File: src/hdl/fwa_pkg.sv
`timescale 1ns / 1ps
`default_nettype none

package fwa_pkg;

    localparam int CFG_W  = 5;
    localparam int USED_W = 5;

    localparam logic [CFG_W-1:0] WINDOW_RESET = CFG_W'(1);

    typedef enum logic [1:0] {
        ST_IDLE,
        ST_CHECK,
        ST_DIV,
        ST_EMIT
    } t_state;

    typedef struct packed {
        logic take;
        logic div_start;
        logic emit;
    } t_ctrl_cmd;

    typedef struct packed {
        logic in_valid;
        logic flushing;
        logic due;
        logic last_pos;
        logic div_busy;
        logic out_free;
    } t_dp_status;

endpackage

`default_nettype wire

File: src/hdl/fwa_stream_if.sv
`timescale 1ns / 1ps
`default_nettype none

interface fwa_in_if #(
    parameter int SAMPLE_BITS = 32
);
    logic                          valid;
    logic                          ready;
    logic signed [SAMPLE_BITS-1:0] sample;
    logic                          is_final;

    modport source (output valid, sample, is_final, input ready);
    modport sink (input valid, sample, is_final, output ready);
endinterface

interface fwa_out_if #(
    parameter int SAMPLE_BITS = 32
);
    logic                            valid;
    logic                            ready;
    logic signed [SAMPLE_BITS-1:0]   average;
    logic [fwa_pkg::USED_W-1:0]      samples_used;
    logic                            end_of_column;

    modport source (output valid, average, samples_used, end_of_column, input ready);
    modport sink (input valid, average, samples_used, end_of_column, output ready);
endinterface

`default_nettype wire

File: src/hdl/fwa_div.sv
`timescale 1ns / 1ps
`default_nettype none

module fwa_div #(
    parameter int SUM_W = 37,
    parameter int CNT_W = 5
) (
    input  wire logic                    i_clk,
    input  wire logic                    i_rst_n,
    input  wire logic                    i_start,
    input  wire logic signed [SUM_W-1:0] i_dividend,
    input  wire logic [CNT_W-1:0]        i_divisor,
    output logic                         o_busy,
    output logic signed [SUM_W-1:0]      o_quotient
);

    localparam int STEP_W = $clog2(SUM_W + 1);

    logic [STEP_W-1:0] r_steps, n_steps;
    logic [SUM_W-1:0]  r_quo, n_quo;
    logic [CNT_W-1:0]  r_rem, n_rem;
    logic [CNT_W-1:0]  r_div, n_div;
    logic              r_neg, n_neg;

    logic [CNT_W:0]    shifted;
    logic              fits;

    // restoring division, one quotient bit per cycle
    always_comb begin
        shifted = {r_rem, r_quo[SUM_W-1]};
        fits    = (shifted >= {1'b0, r_div});
        n_steps = r_steps;
        n_quo   = r_quo;
        n_rem   = r_rem;
        n_div   = r_div;
        n_neg   = r_neg;
        if (i_start) begin
            n_steps = STEP_W'(SUM_W);
            n_neg   = i_dividend[SUM_W-1];
            n_quo   = i_dividend[SUM_W-1] ? SUM_W'(-i_dividend) : SUM_W'(i_dividend);
            n_rem   = '0;
            n_div   = i_divisor;
        end else if (r_steps != '0) begin
            n_steps = r_steps - STEP_W'(1);
            n_quo   = {r_quo[SUM_W-2:0], fits};
            n_rem   = fits ? CNT_W'(shifted - {1'b0, r_div}) : CNT_W'(shifted);
        end
    end

    always_ff @(posedge i_clk) begin
        if (!i_rst_n) begin
            r_steps <= '0;
        end else begin
            r_steps <= n_steps;
        end
    end

    always_ff @(posedge i_clk) begin
        r_quo <= n_quo;
        r_rem <= n_rem;
        r_div <= n_div;
        r_neg <= n_neg;
    end

    assign o_busy     = (r_steps != '0);
    assign o_quotient = r_neg ? -$signed(r_quo) : $signed(r_quo);

endmodule

`default_nettype wire

File: src/hdl/fwa_dp.sv
`timescale 1ns / 1ps
`default_nettype none

module fwa_dp #(
    parameter int MAX_WINDOW  = 16,
    parameter int SAMPLE_BITS = 32
) (
    input  wire logic                          i_clk,
    input  wire logic                          i_rst_n,
    fwa_in_if.sink                             i_sample_if,
    fwa_out_if.source                          o_result_if,
    input  wire logic                          i_cfg_we,
    input  wire logic [fwa_pkg::CFG_W-1:0]     i_cfg_wdata,
    input  wire fwa_pkg::t_ctrl_cmd            i_cmd,
    output fwa_pkg::t_dp_status                o_status
);

    localparam int SUM_W = SAMPLE_BITS + $clog2(MAX_WINDOW) + 1;
    localparam int CNT_W = $clog2(MAX_WINDOW + 1);
    localparam int IDX_W = (MAX_WINDOW > 1) ? $clog2(MAX_WINDOW) : 1;
    localparam int CMP_W = (CNT_W > fwa_pkg::CFG_W) ? CNT_W : fwa_pkg::CFG_W;

    logic signed [SAMPLE_BITS-1:0] r_mem [MAX_WINDOW];
    logic signed [SAMPLE_BITS-1:0] r_rd;

    logic [fwa_pkg::CFG_W-1:0] r_window;
    logic signed [SUM_W-1:0]   r_sum, n_sum;
    logic [CNT_W-1:0]          r_held, n_held;
    logic [IDX_W-1:0]          r_oldest, n_oldest;
    logic [IDX_W-1:0]          r_wr, n_wr;
    logic                      r_final, n_final;

    logic                          r_out_valid, n_out_valid;
    logic signed [SAMPLE_BITS-1:0] r_avg;
    logic [fwa_pkg::USED_W-1:0]    r_used;
    logic                          r_eoc;

    logic                          push;
    logic                          last_pos;
    logic [CMP_W-1:0]              win_eff;
    logic                          div_busy;
    logic signed [SUM_W-1:0]       quotient;

    function automatic logic [IDX_W-1:0] ring_next(input logic [IDX_W-1:0] ptr);
        logic [IDX_W-1:0] nxt;
        nxt = (ptr == IDX_W'(MAX_WINDOW - 1)) ? '0 : ptr + IDX_W'(1);
        return nxt;
    endfunction

    fwa_div #(
        .SUM_W (SUM_W),
        .CNT_W (CNT_W)
    ) u_div (
        .i_clk      (i_clk),
        .i_rst_n    (i_rst_n),
        .i_start    (i_cmd.div_start),
        .i_dividend (r_sum),
        .i_divisor  (r_held),
        .o_busy     (div_busy),
        .o_quotient (quotient)
    );

    assign push     = i_cmd.take && i_sample_if.valid;
    assign last_pos = r_final && (r_held == CNT_W'(1));

    always_comb begin
        if (r_window == '0) begin
            win_eff = CMP_W'(1);
        end else if (CMP_W'(r_window) > CMP_W'(MAX_WINDOW)) begin
            win_eff = CMP_W'(MAX_WINDOW);
        end else begin
            win_eff = CMP_W'(r_window);
        end
    end

    always_comb begin
        n_sum       = r_sum;
        n_held      = r_held;
        n_oldest    = r_oldest;
        n_wr        = r_wr;
        n_final     = r_final;
        n_out_valid = r_out_valid;
        if (o_result_if.ready) begin
            n_out_valid = 1'b0;
        end
        if (i_cfg_we) begin
            n_sum    = '0;
            n_held   = '0;
            n_oldest = '0;
            n_wr     = '0;
            n_final  = 1'b0;
        end else if (push) begin
            n_sum   = r_sum + SUM_W'(i_sample_if.sample);
            n_held  = r_held + CNT_W'(1);
            n_wr    = ring_next(r_wr);
            n_final = i_sample_if.is_final;
        end else if (i_cmd.emit) begin
            n_out_valid = 1'b1;
            if (last_pos) begin
                n_sum    = '0;
                n_held   = '0;
                n_oldest = '0;
                n_wr     = '0;
                n_final  = 1'b0;
            end else begin
                n_sum    = r_sum - SUM_W'(r_rd);
                n_held   = r_held - CNT_W'(1);
                n_oldest = ring_next(r_oldest);
            end
        end
    end

    always_ff @(posedge i_clk) begin
        if (!i_rst_n) begin
            r_window    <= fwa_pkg::WINDOW_RESET;
            r_sum       <= '0;
            r_held      <= '0;
            r_oldest    <= '0;
            r_wr        <= '0;
            r_final     <= 1'b0;
            r_out_valid <= 1'b0;
        end else begin
            if (i_cfg_we) begin
                r_window <= i_cfg_wdata;
            end
            r_sum       <= n_sum;
            r_held      <= n_held;
            r_oldest    <= n_oldest;
            r_wr        <= n_wr;
            r_final     <= n_final;
            r_out_valid <= n_out_valid;
        end
    end

    // ring store
    always_ff @(posedge i_clk) begin
        if (push) begin
            r_mem[r_wr] <= i_sample_if.sample;
        end
        r_rd <= r_mem[r_oldest];
    end

    always_ff @(posedge i_clk) begin
        if (i_cmd.emit) begin
            r_avg  <= SAMPLE_BITS'(quotient);
            r_used <= fwa_pkg::USED_W'(r_held);
            r_eoc  <= last_pos;
        end
    end

    assign i_sample_if.ready          = i_cmd.take;
    assign o_result_if.valid          = r_out_valid;
    assign o_result_if.average        = r_avg;
    assign o_result_if.samples_used   = r_used;
    assign o_result_if.end_of_column  = r_eoc;

    assign o_status.in_valid = i_sample_if.valid;
    assign o_status.flushing = r_final;
    assign o_status.due      = r_final || (CMP_W'(r_held) >= win_eff);
    assign o_status.last_pos = last_pos;
    assign o_status.div_busy = div_busy;
    assign o_status.out_free = !r_out_valid || o_result_if.ready;

endmodule

`default_nettype wire

File: src/hdl/fwa_ctrl.sv
`timescale 1ns / 1ps
`default_nettype none

module fwa_ctrl (
    input  wire logic                 i_clk,
    input  wire logic                 i_rst_n,
    input  wire fwa_pkg::t_dp_status  i_status,
    output fwa_pkg::t_ctrl_cmd        o_cmd
);

    fwa_pkg::t_state r_state, n_state;

    always_ff @(posedge i_clk) begin
        if (!i_rst_n) begin
            r_state <= fwa_pkg::ST_IDLE;
        end else begin
            r_state <= n_state;
        end
    end

    always_comb begin
        n_state = r_state;
        o_cmd   = '0;
        case (r_state)
            fwa_pkg::ST_IDLE: begin
                o_cmd.take = 1'b1;
                if (i_status.in_valid) begin
                    n_state = fwa_pkg::ST_CHECK;
                end
            end
            fwa_pkg::ST_CHECK: begin
                if (i_status.due) begin
                    o_cmd.div_start = 1'b1;
                    n_state         = fwa_pkg::ST_DIV;
                end else begin
                    n_state = fwa_pkg::ST_IDLE;
                end
            end
            fwa_pkg::ST_DIV: begin
                if (!i_status.div_busy) begin
                    n_state = fwa_pkg::ST_EMIT;
                end
            end
            fwa_pkg::ST_EMIT: begin
                if (i_status.out_free) begin
                    o_cmd.emit = 1'b1;
                    // keep flushing until the column's final position
                    if (i_status.flushing && !i_status.last_pos) begin
                        n_state = fwa_pkg::ST_CHECK;
                    end else begin
                        n_state = fwa_pkg::ST_IDLE;
                    end
                end
            end
            default: begin
                n_state = fwa_pkg::ST_IDLE;
            end
        endcase
    end

endmodule

`default_nettype wire

File: src/hdl/forward_window_average.sv
// Forward moving average over one column of samples. For each position j the block returns
// the mean of samples j..j+N-1 (N = window_length, 0 taken as 1, capped at MAX_WINDOW), as
// signed fixed point truncated toward zero, once sample j+N-1 has been taken; the sample
// marked is_final flushes all remaining positions over the samples actually present, the
// last one flagged end_of_column. Writing window_length abandons the column in progress.
// Each result is computed by a bit-serial divider working on the sum, one quotient bit a cycle,
// over SUM_W = SAMPLE_BITS + clog2(MAX_WINDOW) + 1 bits (37 with the defaults); each further
// position flushed by the final sample divides anew, and a new result is held back while the
// output register waits on a stalled consumer. No sample is taken from the start of a divide
// until its result is loaded.
// A waiting result sits in an output register while the next sample is taken.
`timescale 1ns / 1ps
`default_nettype none

module forward_window_average #(
    parameter int MAX_WINDOW  = 16,
    parameter int SAMPLE_BITS = 32
) (
    input  wire logic                      i_clk,
    input  wire logic                      i_rst_n,
    fwa_in_if.sink                         i_sample_if,
    fwa_out_if.source                      o_result_if,
    input  wire logic                      i_cfg_we,
    input  wire logic [fwa_pkg::CFG_W-1:0] i_cfg_wdata
);

    fwa_pkg::t_ctrl_cmd  cmd;
    fwa_pkg::t_dp_status status;

    fwa_ctrl u_ctrl (
        .i_clk    (i_clk),
        .i_rst_n  (i_rst_n),
        .i_status (status),
        .o_cmd    (cmd)
    );

    fwa_dp #(
        .MAX_WINDOW  (MAX_WINDOW),
        .SAMPLE_BITS (SAMPLE_BITS)
    ) u_dp (
        .i_clk       (i_clk),
        .i_rst_n     (i_rst_n),
        .i_sample_if (i_sample_if),
        .o_result_if (o_result_if),
        .i_cfg_we    (i_cfg_we),
        .i_cfg_wdata (i_cfg_wdata),
        .i_cmd       (cmd),
        .o_status    (status)
    );

    a_no_take_while_dividing: assert property (@(posedge i_clk) disable iff (!i_rst_n)
        status.div_busy |-> !i_sample_if.ready)
        else $error("sample taken while divider busy");

    a_emit_after_divide: assert property (@(posedge i_clk) disable iff (!i_rst_n)
        cmd.emit |-> !status.div_busy)
        else $error("result loaded before quotient ready");

    a_end_has_one_sample: assert property (@(posedge i_clk) disable iff (!i_rst_n)
        o_result_if.valid && o_result_if.end_of_column |->
            o_result_if.samples_used == fwa_pkg::USED_W'(1))
        else $error("final position averaged over more than one sample");

    a_result_follows_emit: assert property (@(posedge i_clk) disable iff (!i_rst_n)
        $rose(o_result_if.valid) |-> $past(cmd.emit))
        else $error("result appeared without an emit");

endmodule

`default_nettype wire

File: src/flat_wrapper.sv
// flat-port wrapper written by rule: the top's interface ports become plain ports
module forward_window_average_flat 
#(
    parameter int MAX_WINDOW  = 16,
    parameter int SAMPLE_BITS = 32
)
  (i_clk, i_rst_n, i_cfg_we, i_cfg_wdata, i_sample_if_valid, i_sample_if_sample, i_sample_if_is_final, i_sample_if_ready, o_result_if_valid, o_result_if_average, o_result_if_samples_used, o_result_if_end_of_column, o_result_if_ready);
  fwa_in_if #(.SAMPLE_BITS(SAMPLE_BITS)) i_sample_if_i ();
  fwa_out_if #(.SAMPLE_BITS(SAMPLE_BITS)) o_result_if_i ();
  input  wire logic i_clk;
  input  wire logic i_rst_n;
  input  wire logic i_cfg_we;
  input  wire logic [fwa_pkg::CFG_W-1:0] i_cfg_wdata;
  input wire logic [$bits(i_sample_if_i.valid)-1:0] i_sample_if_valid;
  input wire logic [$bits(i_sample_if_i.sample)-1:0] i_sample_if_sample;
  input wire logic [$bits(i_sample_if_i.is_final)-1:0] i_sample_if_is_final;
  output wire logic [$bits(i_sample_if_i.ready)-1:0] i_sample_if_ready;
  output wire logic [$bits(o_result_if_i.valid)-1:0] o_result_if_valid;
  output wire logic [$bits(o_result_if_i.average)-1:0] o_result_if_average;
  output wire logic [$bits(o_result_if_i.samples_used)-1:0] o_result_if_samples_used;
  output wire logic [$bits(o_result_if_i.end_of_column)-1:0] o_result_if_end_of_column;
  input wire logic [$bits(o_result_if_i.ready)-1:0] o_result_if_ready;
  assign i_sample_if_i.valid = i_sample_if_valid;
  assign i_sample_if_i.sample = i_sample_if_sample;
  assign i_sample_if_i.is_final = i_sample_if_is_final;
  assign i_sample_if_ready = i_sample_if_i.ready;
  assign o_result_if_valid = o_result_if_i.valid;
  assign o_result_if_average = o_result_if_i.average;
  assign o_result_if_samples_used = o_result_if_i.samples_used;
  assign o_result_if_end_of_column = o_result_if_i.end_of_column;
  assign o_result_if_i.ready = o_result_if_ready;
  forward_window_average #(.MAX_WINDOW(MAX_WINDOW), .SAMPLE_BITS(SAMPLE_BITS)) u_core (.i_clk(i_clk), .i_rst_n(i_rst_n), .i_sample_if(i_sample_if_i), .o_result_if(o_result_if_i), .i_cfg_we(i_cfg_we), .i_cfg_wdata(i_cfg_wdata));
endmodule
File: config.mk
export PLATFORM = sky130hd
export DESIGN_NAME = forward_window_average_flat
export DESIGN_NICKNAME = d
export VERILOG_FILES = /design/src/hdl/fwa_pkg.sv /design/src/hdl/fwa_stream_if.sv /design/src/hdl/fwa_div.sv /design/src/hdl/fwa_dp.sv /design/src/hdl/fwa_ctrl.sv /design/src/hdl/forward_window_average.sv /design/src/flat_wrapper.sv
export SDC_FILE = /design/constraint.sdc
export NUM_CORES = 1
export LEC_CHECK = 0
export ABC_AREA = 1
export BUFFER_PORTS_ARGS = -buffer_cell sky130_fd_sc_hd__buf_2
export CAP_MARGIN = 20
export CORE_ASPECT_RATIO = 0.8
export CORE_MARGIN = 2
export CORE_UTILIZATION = 63
export CTS_CLUSTER_DIAMETER = 40
export DETAILED_ROUTE_END_ITERATION = 8
export PLACE_DENSITY_LB_ADDON = 0.1
export SYNTH_ARGS = -nofsm -noshare
export SYNTH_HDL_FRONTEND = slang
export SYNTH_SLANG_ARGS = --single-unit
export TNS_END_PERCENT = 50
File: constraint.sdc
create_clock -name i_clk -period 4.6 [get_ports i_clk]
set_input_delay 0.23 -clock i_clk [delete_from_list [all_inputs] [get_ports i_clk]]
set_output_delay 0.23 -clock i_clk [all_outputs]
set_load 0.005 [all_outputs]
[Yosys cells after proc, flatten, opt, wreduce, memory -nomap -nowiden]
Memory sizes are Yosys's and may differ from the RTL's. A register that Yosys moved wholly into a read port is not among the register bits.
Cells that the tools add are included.
Storage, ports and cells
  bits in registers: 151
  bits in writable memories: 512
  bits of input ports: 43
  output and inout port bits: 40
  logic and storage cells: 101
  memories kept: 1
Cells by class
  $add $sub $neg: 10
  order comparisons: 3
  eq/ne operators: 9
  multiplexer cells: 41
  bitwise logic cells: 2
  reductions and logical operators: 18
Memories
  u_core.u_dp.r_mem: depth 16, bits a word 32, read ports 1, clocked after memory_dff 1, wr ports 1, RTL line fwa_dp.sv:23  | logic signed [SAMPLE_BITS-1:0] r_mem [MAX_WINDOW];
Operator list (count)
  two-way mux 37 bit: 6
  adder 37 x 32 -> 37 bit: 1
  negator 37 bit: 1
  subtractor 37 x 32 -> 37 bit: 1
  two-way mux 32 bit: 1
  negator 32 bit: 1
  two-way mux 5 bit: 6
  two-way mux 4 bit: 6
  two-way mux 1 bit: 15
  two-way mux 6 bit: 2
  adder 4 x 1 -> 4 bit, second input constant: 2
  equality test 4 bit, second input constant: 2
  two-way mux 2 bit: 4
  case mux 2 bit (4 select lines): 1
  greater-or-equal comparator 6 x 5 -> 1 bit: 1
  nonzero test 2 bit: 3
  nonzero test 6 bit: 1
  subtractor 6 x 1 -> 6 bit, second input constant: 1
  adder 5 x 1 -> 5 bit, second input constant: 1
  equality test 5 x 1 -> 1 bit, second input constant: 1
  greater-or-equal comparator 5 bit: 1
  > comparator 5 bit, second input constant: 1
  logical NOT 5 bit: 1
  subtractor 5 x 1 -> 5 bit, second input constant: 1
  13 further kinds: 22

[Logic depth before layout (Yosys ltp)]
  depth after elaboration: 8
  depth in mapped cells: 17
  gate-level depth less buffers: 17

[Modules after synthesis]
From an unflattened synthesis, not the netlist that was laid out.
Unflattened totals
  cells, all modules: 3521
  area total of the unflattened synthesis: 34692.0 um^2
Modules (own cells, without submodules)
  fwa_dp: instances 1, cells each 2799, area an instance 29873.7 um^2, seq. area each 18297.5 um^2
  fwa_div: instances 1, cells each 703, area an instance 4699.5 um^2, seq. area each 1511.4 um^2
  fwa_ctrl: instances 1, cells each 19, area an instance 118.9 um^2, seq. area each 40.0 um^2

[Worst setup path after synthesis]
Ideal clock, no wire load.
  path type: flip-flop to flip-flop
  start: reg (tool-made name)
  end: mem u_core.u_dp.r_mem[15][0] (enable)
  library setup time: 0.461 ns
  data arrival time: 3.088 ns
  required time: 4.139 ns
  path slack: 1.051 ns
  stages on the path, launching flop included: 5
  buffers on the path: 1
  period minus slack after synthesis: 3.549 ns
  cells stage by stage: dfxtp_1 nor2_1 nand2_2 buf_1 nor3_1
RTL lines (RTL line)
  to (decl): fwa_dp.sv:23

[Final worst setup path]
  start: reg u_core.u_dp.r_window[1] in the netlist's numbering
  end: reg u_core.u_dp.u_div.r_quo[30] (enable)
On the way
  longest elaborated chain between the ends: 8
  elaborated cells on any way between the ends: 9
  classes of those cells: 2 x order compare; 4 x mux; 3 x reduce/logical
RTL lines
  from (decl): RTL line fwa_dp.sv:26  | logic [fwa_pkg::CFG_W-1:0] r_window;
  from (signal assigned): RTL line fwa_dp.sv:115  | r_window <= fwa_pkg::WINDOW_RESET;
  from (signal assigned): RTL line fwa_dp.sv:124  | r_window <= i_cfg_wdata;
  > comparator 5 bit: RTL line fwa_dp.sv:69  | end else if (CMP_W'(r_window) > CMP_W'(MAX_WINDOW)) begin
  two-way mux 5 bit: RTL line fwa_dp.sv:69
  two-way mux 5 bit (*): RTL line fwa_dp.sv:67  | if (r_window == '0) begin
  greater-or-equal comparator 5 bit (*): RTL line fwa_dp.sv:159  | assign o_status.due = r_final || (CMP_W'(r_held) >= win_eff);
  logical OR 1 bit (*): RTL line fwa_dp.sv:159
  two-way mux 1 bit (*): RTL line fwa_ctrl.sv:32  | if (i_status.due) begin
  two-way mux 1 bit (*): RTL line fwa_ctrl.sv:24  | case (r_state)
  nonzero test 2 bit (no line) (*)
  to (signal assigned): RTL line fwa_div.sv:59  | r_quo <= n_quo;
  to (decl): RTL line fwa_div.sv:20  | logic [SUM_W-1:0] r_quo, n_quo;
Mark *: on every way between the ends. The rest lies on a longest branch, timed or not.
A chain may end at the register's enable or synchronous reset.

==> flow_metrics.py <==
metrics = {
    "grt": {
        "grt_pass1_vias": 24531,
        "antenna_found_initial": 0,
        "grt_use_met1_pct": 48.5,
        "grt-busiest-layer": "met2",
        "grt_start_max_net_pins": 185,
        "grtUsageMet3_pct": 5.39,
        "overflow": 0,
        "grtUsageTotal_pct": 32.8,
        "grt_pass1_wl_mm": 141,
        "gr-usage-met2_pct": 50.5,
    },
    "worst_setup_path": {
        "critPathMaxFanout": 52,
        "worstSetupEndpointType": "flip-flop",
        "arrival_ps": 3670,
        "path_class": "reg -> reg",
        "start_kind": "flip-flop",
        "slowest_stage": "or4_1",
        "slowest_delay_ps": 560,
        "path_cells": "or4_1 -> a21oi_1 -> ha_1 -> o21ai_0 -> a21boi_1 -> o21a_1 -> o21ai_1 -> nand2_1 -> nand2_2 -> buf_4 -> nand2_1 -> buf_4",
        "r2r-start": "u_core.u_dp.r_window[1]",
        "required_ps": 4920,
        "startpoint": "u_core.u_dp.r_window[1]",
    },
    "clocking": {
        "cts_sinks": 695,
        "clockBufferDepth": 3,
        "cts.clk_slew.worst_paths_ps": 60,
        "ctsResizeCount": 0,
        "cts_setup_buffers": 0,
        "cts_root_buf": "clkbuf_16",
        "clkLatencyLatePin_ps": 670,
        "holdBufCountCts": 44,
        "tritoncts": "yes",
        "cts_buffers": 86,
        "h-tree-depth": 3,
    },
    "synthesis": {
        "synth-seq-cells": 695,
        "synth_top_family_by_area": "simple AND/OR/NAND/NOR gates",
        "synth-main-ff-cell": "edfxtp_1",
        "netlist_instances": 3434,
        "yosysMostFrequentCell": "nand2_1",
        "synth_top_cell_by_area": "edfxtp_1",
        "synth.cells.most_frequent": "nand2_1, edfxtp_1, nor2_1",
        "synthXorXnorAreaFrac_pct": 1.98,
        "syn_area_per_cell_sq_um": 9.92,
        "synth_cell_types": 53,
        "synth_area_leaders": "edfxtp_1, nand2_1, dfxtp_1, nor2_1, inv_1",
        "yosys.area_share.simple_pct": 16.1,
        "synth-edff-count": 593,
        "synth_top_area_share_pct": 52.3,
        "synth_compound_area_share_pct": 11.1,
        "yosysSeqAreaShare_pct": 58.3,
        "ys_warn_count": 0,
        "ys_async_sr_fraction_pct": 0,
        "syn_area_sq_um": 34100,
        "synth_fa_ha_area_share_pct": 3.63,
        "synth_nets": 3574,
        "synth_mux_area_share_pct": 2.97,
    },
    "timing": {
        "worstMarginPinSlew_ps": 1140,
        "fmax_ghz": 0.299,
        "post-route-period-util_pct": 72.7,
        "finalMaxSlewViolations": 0,
        "rsz0062_at_grt": "false",
        "layout_setup_ws_ps": 1260,
        "timing.hold.ws_ps": 25.7,
        "finalSetupViolations": 0,
        "finalSetupTns_ps": 0,
        "slew_headroom_pct": 23.7,
        "period_needed_ps": 3340,
        "finalHoldViolCount": 0,
        "clock_skew_ps": 49.2,
    },
    "placement": {
        "dp.final_hpwl_mm": 60.5,
        "port_buffers": 82,
        "place_congestion": 1.02,
        "dp_slack_ps": 1340,
        "dp_cells": 4114,
    },
    "finish": {
        "layout-drive-gt1-share_pct": 8.76,
        "seq_area_sq_um": 19900,
        "area_delta_synth_final_pct": 13.4,
        "multiInputGateArea_sq_um": 12300,
        "nets": 3686,
        "fillers": 3842,
        "n_antenna_cell": 0,
        "fin_cells": 4320,
    },
    "outcome": {
        "status": "finished, final reports clean",
    },
    "floorplanning": {
        "die_h_um": 212,
        "die_w_um": 264,
        "initial_utilization_pct": 63.5,
        "rows": 76,
        "io_pins": 83,
        "dieArea_sq_um": 56000,
        "core_region_area_sq_um": 53600,
    },
    "detailed_routing": {
        "remaining_drc_errors": 0,
        "viasPerCell": 6.06,
        "wirelength_mm": 91.9,
        "ant_nets": 0,
        "num_vias": 26173,
        "dr.pass1.iters": 6,
        "first_iter_violations": 3286,
        "routedWlPerCell_um": 21.3,
    },
    "pwr": {
        "worst_ir_drop_vdd_uv": 454,
        "leakage_nw": 15.4,
        "power_w": 0.0179,
        "p_per_area_nw_per_um2": 463,
    },
    "run": {
        "drv_cap": 0,
    },
    "min_path": {
        "min_from": "i_sample_if_sample[12]",
        "hp-class": "in -> reg",
    },
}
[worst max-delay path, delay by kind of cell (launching register included)]
family / cells / cell delay (ps)
simple gates: 4 / 940
compound gates: 5 / 730
buf+inv: 2 / 720
flops: 1 / 330
fa+ha+maj: 1 / 250
[stage by stage]
stage          util [%]  area [sq um]
6_report           72.0         38600
3_5_place_dp       65.7         35200
5_1_grt            72.0         38600
3_3_place_gp       65.6         35200
4_1_cts            71.9         38600
2_1_floorplan         -         34100
[worst paths after layout]
kind / endpoint / slack, ps / cells after the start
max: u_core.u_dp.u_div.r_quo[30] / 1260 / 12
min: u_core.u_dp.r_mem[5][12] / 30 / 1
max reg2reg: u_core.u_dp.u_div.r_quo[30] / 1260 / 12
min reg2reg: u_core.u_dp.u_div.r_steps[1] / 490 / 2
[metal layers]
| metal | vias to the layer above | routed length [um] |
|---|---|---|
| met1 | 12587 | 40200 |
| met2 | 1224 | 41500 |
| li1 | 12220 | - |
| met3 | 142 | 8020 |
| met5 | - | 0 |
| met4 | 0 | 2140 |
[layout by cell type (no fill, tap or decap), types with 6 or more instances in the layout]
| cell type | synthesis | layout |
|---|---|---|
| xnor2_1 | 13 | 13 |
| nand2_2 | 8 | 8 |
| a21oi_1 | 125 | 125 |
| inv_2 | 7 | 6 |
| o21ai_1 | 7 | 7 |
| clkinv_4 | 0 | 11 |
| buf_2 | 26 | 82 |
| o32ai_1 | 28 | 28 |
| o211ai_1 | 36 | 36 |
| o21bai_1 | 18 | 18 |
| inv_1 | 380 | 380 |
| clkbuf_1 | 93 | 11 |
| nand3_1 | 207 | 207 |
| nor2_1 | 388 | 372 |
| buf_12 | 0 | 6 |
| nor3_2 | 5 | 6 |
| xor2_1 | 64 | 64 |
| dlygate4sd3_1 | 0 | 44 |
| nor2_4 | 2 | 18 |
| mux2i_1 | 101 | 101 |
| o21ai_0 | 273 | 273 |
| inv_8 | 0 | 7 |
| ha_1 | 94 | 94 |
| buf_4 | 7 | 28 |
| dfxtp_1 | 102 | 98 |
| clkinv_1 | 1 | 7 |
| o221ai_1 | 102 | 102 |
| clkbuf_16 | 0 | 86 |
| inv_6 | 0 | 13 |
| nand3b_1 | 6 | 6 |
| a31oi_1 | 8 | 8 |
| nor3_1 | 24 | 23 |
| nand2_1 | 646 | 646 |
| clkinv_2 | 0 | 7 |
| nand4_1 | 16 | 16 |
| edfxtp_1 | 593 | 593 |
[cell families after synthesis]
family | after synthesis
and+or+nand+nor | 1323
DFF | 695
buffers and inverters | 524
adders and majority gates | 97
xor gates and xnor gates | 77
AOI/OAI and AO/OA | 617
muxes | 101
[flip-flops by register name, summed over array words and instances (netlist names), 4 cells and up, named ones only]
register,cells
u_core.u_dp.o_result_if.average,32
u_core.u_dp.o_result_if.samples_used,5
u_core.u_dp.r_held,5
u_core.u_dp.r_mem,512
u_core.u_dp.r_oldest,4
u_core.u_dp.r_rd,32
u_core.u_dp.r_sum,37
u_core.u_dp.r_window,5
u_core.u_dp.r_wr,4
u_core.u_dp.u_div.r_div,5
u_core.u_dp.u_div.r_quo,37
u_core.u_dp.u_div.r_rem,5
u_core.u_dp.u_div.r_steps,6
[report_power, final]
part	total [W]	switching, W	leakage (nW)	internal (W)
clock network	0.00676	0.00291	1.41	0.00385
logic	0.00333	0.00225	7.69	0.00108
registers	0.00779	0.000381	6.25	0.00741
[cell type report]
class / count / share of cell area (%)
clock buffer: 99 / 5.75
clock inverter: 61 / 1.83
inverter: 388 / 3.78
multi-input combinational: 2215 / 31.9
sequential: 695 / 51.4
tap: 702 / 2.27
timing repair buffer: 160 / 3.06
No activity file was read; power rests on OpenSTA's default activity.
